### config.mk
export PLATFORM = sky130hd
export DESIGN_NAME = carf_ctrl
export DESIGN_NICKNAME = d
export VERILOG_FILES = /design/src/rtl/carf_pkg.sv /design/src/rtl/carf_ctrl.sv
export SDC_FILE = /design/constraint.sdc
export NUM_CORES = 1
export LEC_CHECK = 0
export BUFFER_PORTS_ARGS = -buffer_cell sky130_fd_sc_hd__buf_4
export CAP_MARGIN = 20
export CORE_AREA = 3 3 40 42
export CTS_CLUSTER_SIZE = 40
export DETAILED_ROUTE_END_ITERATION = 6
export DIE_AREA = 0 0 43 45
export PLACE_DENSITY = 0.7
export SETUP_SLACK_MARGIN = 0.1
export SLEW_MARGIN = 30
export SYNTH_ARGS = -nofsm -noshare
export SYNTH_HDL_FRONTEND = slang
export SYNTH_SLANG_ARGS = --single-unit
### constraint.sdc
create_clock -name clock -period 3.9 [get_ports clock]
set_clock_uncertainty 0.1 [all_clocks]
set_input_delay 0 -clock clock [delete_from_list [all_inputs] [get_ports clock]]
set_output_delay 0 -clock clock [all_outputs]
set_load 0.05 [all_outputs]
### src/rtl/carf_pkg.sv
`timescale 1ns / 1ps

package carf_pkg;

   localparam int MAX_WIDTH  = 256;
   localparam int MAX_HEIGHT = 256;
   localparam int CLIP_DEPTH = 8;

   localparam int MEM_DEPTH = MAX_WIDTH * MAX_HEIGHT;
   localparam int ADDR_W    = $clog2(MEM_DEPTH);
   localparam int XW        = $clog2(MAX_WIDTH + 1);
   localparam int YW        = $clog2(MAX_HEIGHT + 1);
   localparam int CNT_W     = $clog2(CLIP_DEPTH + 1);
   localparam int CIDX_W    = (CLIP_DEPTH > 1) ? $clog2(CLIP_DEPTH) : 1;
   localparam int CRD_W     = 20;
   localparam int CSR_W     = 9;

   localparam logic [2:0] CMD_CLEAR = 3'd0;
   localparam logic [2:0] CMD_FILL  = 3'd1;
   localparam logic [2:0] CMD_PUSH  = 3'd2;
   localparam logic [2:0] CMD_POP   = 3'd3;
   localparam logic [2:0] CMD_READ  = 3'd4;

   localparam logic [1:0] STS_DONE    = 2'd0;
   localparam logic [1:0] STS_FULL    = 2'd1;
   localparam logic [1:0] STS_OUTSIDE = 2'd2;

   localparam logic [0:0] CSR_CANVAS_WIDTH  = 1'b0;
   localparam logic [0:0] CSR_CANVAS_HEIGHT = 1'b1;

   localparam logic [2:0] STRIP_LAST = 3'd4;

   // Commands from the sequencer to the datapath.
   typedef struct packed {
      logic latch;
      logic clr_start;
      logic clr_step;
      logic strip_clr;
      logic strip_inc;
      logic box_load;
      logic clip_step;
      logic edge_load;
      logic pix_read;
      logic pix_mul;
      logic pix_write;
      logic push;
      logic pop;
      logic read_issue;
   } carf_cmd_type;

   // Status from the datapath to the sequencer.
   typedef struct packed {
      logic [2:0] command;
      logic       clr_last;
      logic       clip_done;
      logic       box_empty;
      logic       pix_last;
      logic       strip_last;
   } carf_sts_type;

endpackage

### src/rtl/carf_ctrl.sv
`timescale 1ns / 1ps

module carf_ctrl
   import carf_pkg::*;
(
   input  logic         clock,
   input  logic         reset,
   input  logic         start,
   output logic         busy,
   output logic         rsp_valid,
   output carf_cmd_type cmd,
   input  carf_sts_type sts
);

   localparam logic [3:0] S_INIT = 4'd0;
   localparam logic [3:0] S_IDLE = 4'd1;
   localparam logic [3:0] S_DISP = 4'd2;
   localparam logic [3:0] S_CLR  = 4'd3;
   localparam logic [3:0] S_BOX  = 4'd4;
   localparam logic [3:0] S_CLIP = 4'd5;
   localparam logic [3:0] S_EDGE = 4'd6;
   localparam logic [3:0] S_RD   = 4'd7;
   localparam logic [3:0] S_MUL  = 4'd8;
   localparam logic [3:0] S_WR   = 4'd9;
   localparam logic [3:0] S_NEXT = 4'd10;
   localparam logic [3:0] S_RESP = 4'd11;

   logic [3:0] state_ff, state_in;

   assign busy      = (state_ff != S_IDLE);
   assign rsp_valid = (state_ff == S_RESP);

   always_comb begin
      state_in = state_ff;
      cmd      = '0;
      unique case (state_ff)
         S_INIT: begin
            cmd.clr_step = 1'b1;
            if (sts.clr_last) state_in = S_IDLE;
         end
         S_IDLE: begin
            if (start) begin
               cmd.latch = 1'b1;
               state_in  = S_DISP;
            end
         end
         S_DISP: begin
            unique case (sts.command)
               CMD_CLEAR: begin
                  cmd.clr_start = 1'b1;
                  state_in      = S_CLR;
               end
               CMD_FILL: begin
                  cmd.strip_clr = 1'b1;
                  state_in      = S_BOX;
               end
               CMD_PUSH: begin
                  cmd.push = 1'b1;
                  state_in = S_RESP;
               end
               CMD_POP: begin
                  cmd.pop  = 1'b1;
                  state_in = S_RESP;
               end
               CMD_READ: begin
                  cmd.read_issue = 1'b1;
                  state_in       = S_RESP;
               end
               default: state_in = S_RESP;
            endcase
         end
         S_CLR: begin
            cmd.clr_step = 1'b1;
            if (sts.clr_last) state_in = S_RESP;
         end
         S_BOX: begin
            cmd.box_load = 1'b1;
            state_in     = S_CLIP;
         end
         S_CLIP: begin
            if (sts.clip_done) state_in = S_EDGE;
            else cmd.clip_step = 1'b1;
         end
         S_EDGE: begin
            if (sts.box_empty) state_in = S_NEXT;
            else begin
               cmd.edge_load = 1'b1;
               state_in      = S_RD;
            end
         end
         S_RD: begin
            cmd.pix_read = 1'b1;
            state_in     = S_MUL;
         end
         S_MUL: begin
            cmd.pix_mul = 1'b1;
            state_in    = S_WR;
         end
         S_WR: begin
            cmd.pix_write = 1'b1;
            state_in      = sts.pix_last ? S_NEXT : S_RD;
         end
         S_NEXT: begin
            if (sts.strip_last) state_in = S_RESP;
            else begin
               cmd.strip_inc = 1'b1;
               state_in      = S_BOX;
            end
         end
         S_RESP: state_in = S_IDLE;
         default: state_in = S_IDLE;
      endcase
   end

   always_ff @(posedge clock) begin
      if (reset) state_ff <= S_INIT;
      else state_ff <= state_in;
   end

endmodule

==> results.md <==
- Initial antenna violation count: 0
- Critical path class: reg2out
- Vias in the first global route: 575
- Grt met1 use: 0.193
- Root Buffer Master: clkbuf_4
- Fin util: 0.574
- PwrDens: 284 nW/um^2
- Clk buf depth: 2
- GR Util met3: 0.0478
- Post-DP HPWL: 1.16 mm
- Max FO, Critical Path: 14
- Sink Count: 4
- PnR worst setup slack: 1970 ps
- Antenna Cells: 0
- Startpoint Class: register
- Switching pwr: 0.0896 mW
- Die area: 1940 sq um
- Tmin final: 1930 ps
- Distinct cell type count after synthesis: 33
- Share of Yosys cell area claimed by the top area cell type: 0.156
- Leakage: 0.316 nW
- Initial core utilization: 0.399
- Slew headroom: 0.697
- Status: finished, final reports clean
- Hold/Removal Path Class: in2reg
- Share of cells above drive strength 1: 0.333
- Mapped Area: 513 sq um
- DRT antenna net count: 0
- 1st-pass router iterations: 4
- Final Max Slew Viols: 0
- Most Used Layer, Global Route: met2
- WP data arrival: 1830 ps
- Reg power frac: 0.268
- Placer congestion estimate: 0.879
- Number of DRC markers in iteration 0: 21
- Die Height: 45 microns
- Htree depth: 1
- Die extent in x: 43 microns
- Vias per cell: 5.75
- Num rows: 13
- Adder-cell area share of the yosys netlist: 0
- # setup viols final: 0
- Worst Path Required: 3800 ps
- Setup crit end kind: output port
- YS warnings: 0
- Compound-Gate Fraction of Synth Area: 0.239
- IO Pins: 27
- Setup TNS Final: 0 ps
- Cell taking the most area after synthesis: dfxtp_1
- Syn Area/Cell: 6.75 sq um
- Clock insertion delay at the later pin of the skew report: 230 ps
- Flops & latches, synth: 4
- Largest net degree at the start of global routing: 15
- Clock share of power: 0.234
- Syn nets: 87
- RSZ-0062 raised after global routing: no
- Max reg flops: 4
- Via Count: 673
- Routed WL: 1.53 mm
- Setup WS pre-CTS: 2220 ps
- Met2 track demand over resource: 0.266
- Total track usage: 0.163
- Core ar.: 1280 sq um
- Number of max-cap violations: 0
- Dominant combinational cell family by area after synthesis: simple AND/OR/NAND/NOR gates
- Combinational power share: 0.498
- Sw frac: 0.428
- Clk pin slew, worst setup/hold paths: 30 ps
- Simple-Gate Fraction of Synth Area: 0.459
- Area growth from synthesis to layout: 43.9%
- Internal Power: 0.120 mW
- XOR/XNOR share of the synthesized area: 0.0171
- Top flop regs: state_ff x4
- Final period utilization: 0.495
- Final hold viol count: 0
- Nets: 115
- Post-synthesis instance total: 76
- CTS tree: built
- First-pass GRT wire length: 2.39 mm
- Multiplexer area fraction after synthesis: 0.0390
- Fmax: 518 MHz
- Wire length per cell: 13.0 microns
- Largest Register: state_ff
- DR DRC count: 0
- Synth area leaders: dfxtp_1 (16%), nor2_1 (8.0%), a21oi_1 (6.8%), nor3_1 (6.8%), nor3b_2 (4.9%)
- Register area share after synthesis: 0.156
- Most frequent cells in the layout: buf_4 (26), nor2_1 (11), nor3_1 (7), a21oi_1 (7), nand2_1 (6)
- I/O Buffers: 26
- Cts bufs inserted: 3
- VDD IR-drop max: 201 uV
- Commonest non-fill, non-tap cell in the layout: buf_4
- Gr ovfl total: 0
- Worst-margin pin slew: 453 ps
critical path, stage by stage (launching register included):
cell	delay [ps]
dfxtp_1	440
or2_1	350
or3_4	410
nor3b_2	190
buf_4	220
synth_stat cells:
| cell type | n |
|---|---|
| nand3_1 | 2 |
| xnor2_1 | 1 |
| o211ai_1 | 1 |
| nor3_1 | 7 |
| nand2b_2 | 1 |
| nand3b_1 | 2 |
| and3b_1 | 1 |
| nor3b_1 | 1 |
| o22ai_1 | 3 |
| or4_1 | 1 |
| nor3b_2 | 2 |
| a41oi_1 | 1 |
| inv_1 | 4 |
| or3b_4 | 1 |
| o31a_1 | 1 |
| dfxtp_1 | 4 |
| a22oi_1 | 1 |
| a21oi_1 | 7 |
| or2_1 | 1 |
| nand2b_1 | 1 |
| o21ai_1 | 1 |
| nor2_1 | 11 |
| mux2i_1 | 2 |
| buf_6 | 1 |
| or3_4 | 1 |
| nor2b_1 | 1 |
| and3_1 | 2 |
| buf_2 | 4 |
| a32oi_1 | 1 |
| nand2_1 | 6 |
| a211o_1 | 1 |
| o31ai_1 | 1 |
| a31oi_1 | 1 |
logic make-up after synthesis:
family | after synthesis
simple gates | 41
buf+inv | 9
xor+xnor | 1
mux | 2
compound gates | 19
flops | 4
power by group through the flow:
stage / logic [mW] / registers, mW / clock network [mW]
3_3_place_gp: 0.101 / 0.0559 / 0
3_5_place_dp: 0.102 / 0.0562 / 0
6_report: 0.104 / 0.0561 / 0.0490
2_1_floorplan: 0.0843 / 0.0481 / 0
4_1_cts: 0.103 / 0.0556 / 0.0528
5_1_grt: 0.112 / 0.0568 / 0.0561
per-stage QoR:
step                power [mW]  area, sq um  std cells  hold WS (ps)
detailed placement       0.158          696        112           113
global route             0.225          738        117           105
finish                   0.209          738        117          70.9
floorplan                0.132          513         76         -27.6
CTS                      0.212          738        117          63.6
global placement         0.157          696        112           110
final cells by class:
| type | instances | area, sq um |
|---|---|---|
| multi-input combinational | 63 | 387 |
| tap | 15 | 18.8 |
| sequential | 4 | 80.1 |
| inverter | 4 | 15.0 |
| clock buffer | 3 | 22.5 |
| fill | 130 | 547 |
| timing repair buffer | 28 | 215 |
what timing repair did:
action,CTS,global route
endpoints found under the hold margin,3,0
setup endpoints to repair,0,0
hold buffers,2,0
buffers inserted,0,0
gates resized for setup,0,0
worst paths after layout:
kind	start	to	slack, ps	depth (start not counted)
max	state_ff[0]	cmd[2]	1970	4
max reg2reg	state_ff[1]	state_ff[0]	2250	4
min	sts[2]	state_ff[2]	70	4
min reg2reg	state_ff[2]	state_ff[2]	650	2
routing by layer:
layer / routed length (microns) / share of wire
met1: 644 / 0.42
met2: 722 / 0.47
met3: 158 / 0.10
met4: 0 / 0
met5: 0 / 0
No activity file was read; power rests on OpenSTA's default activity.
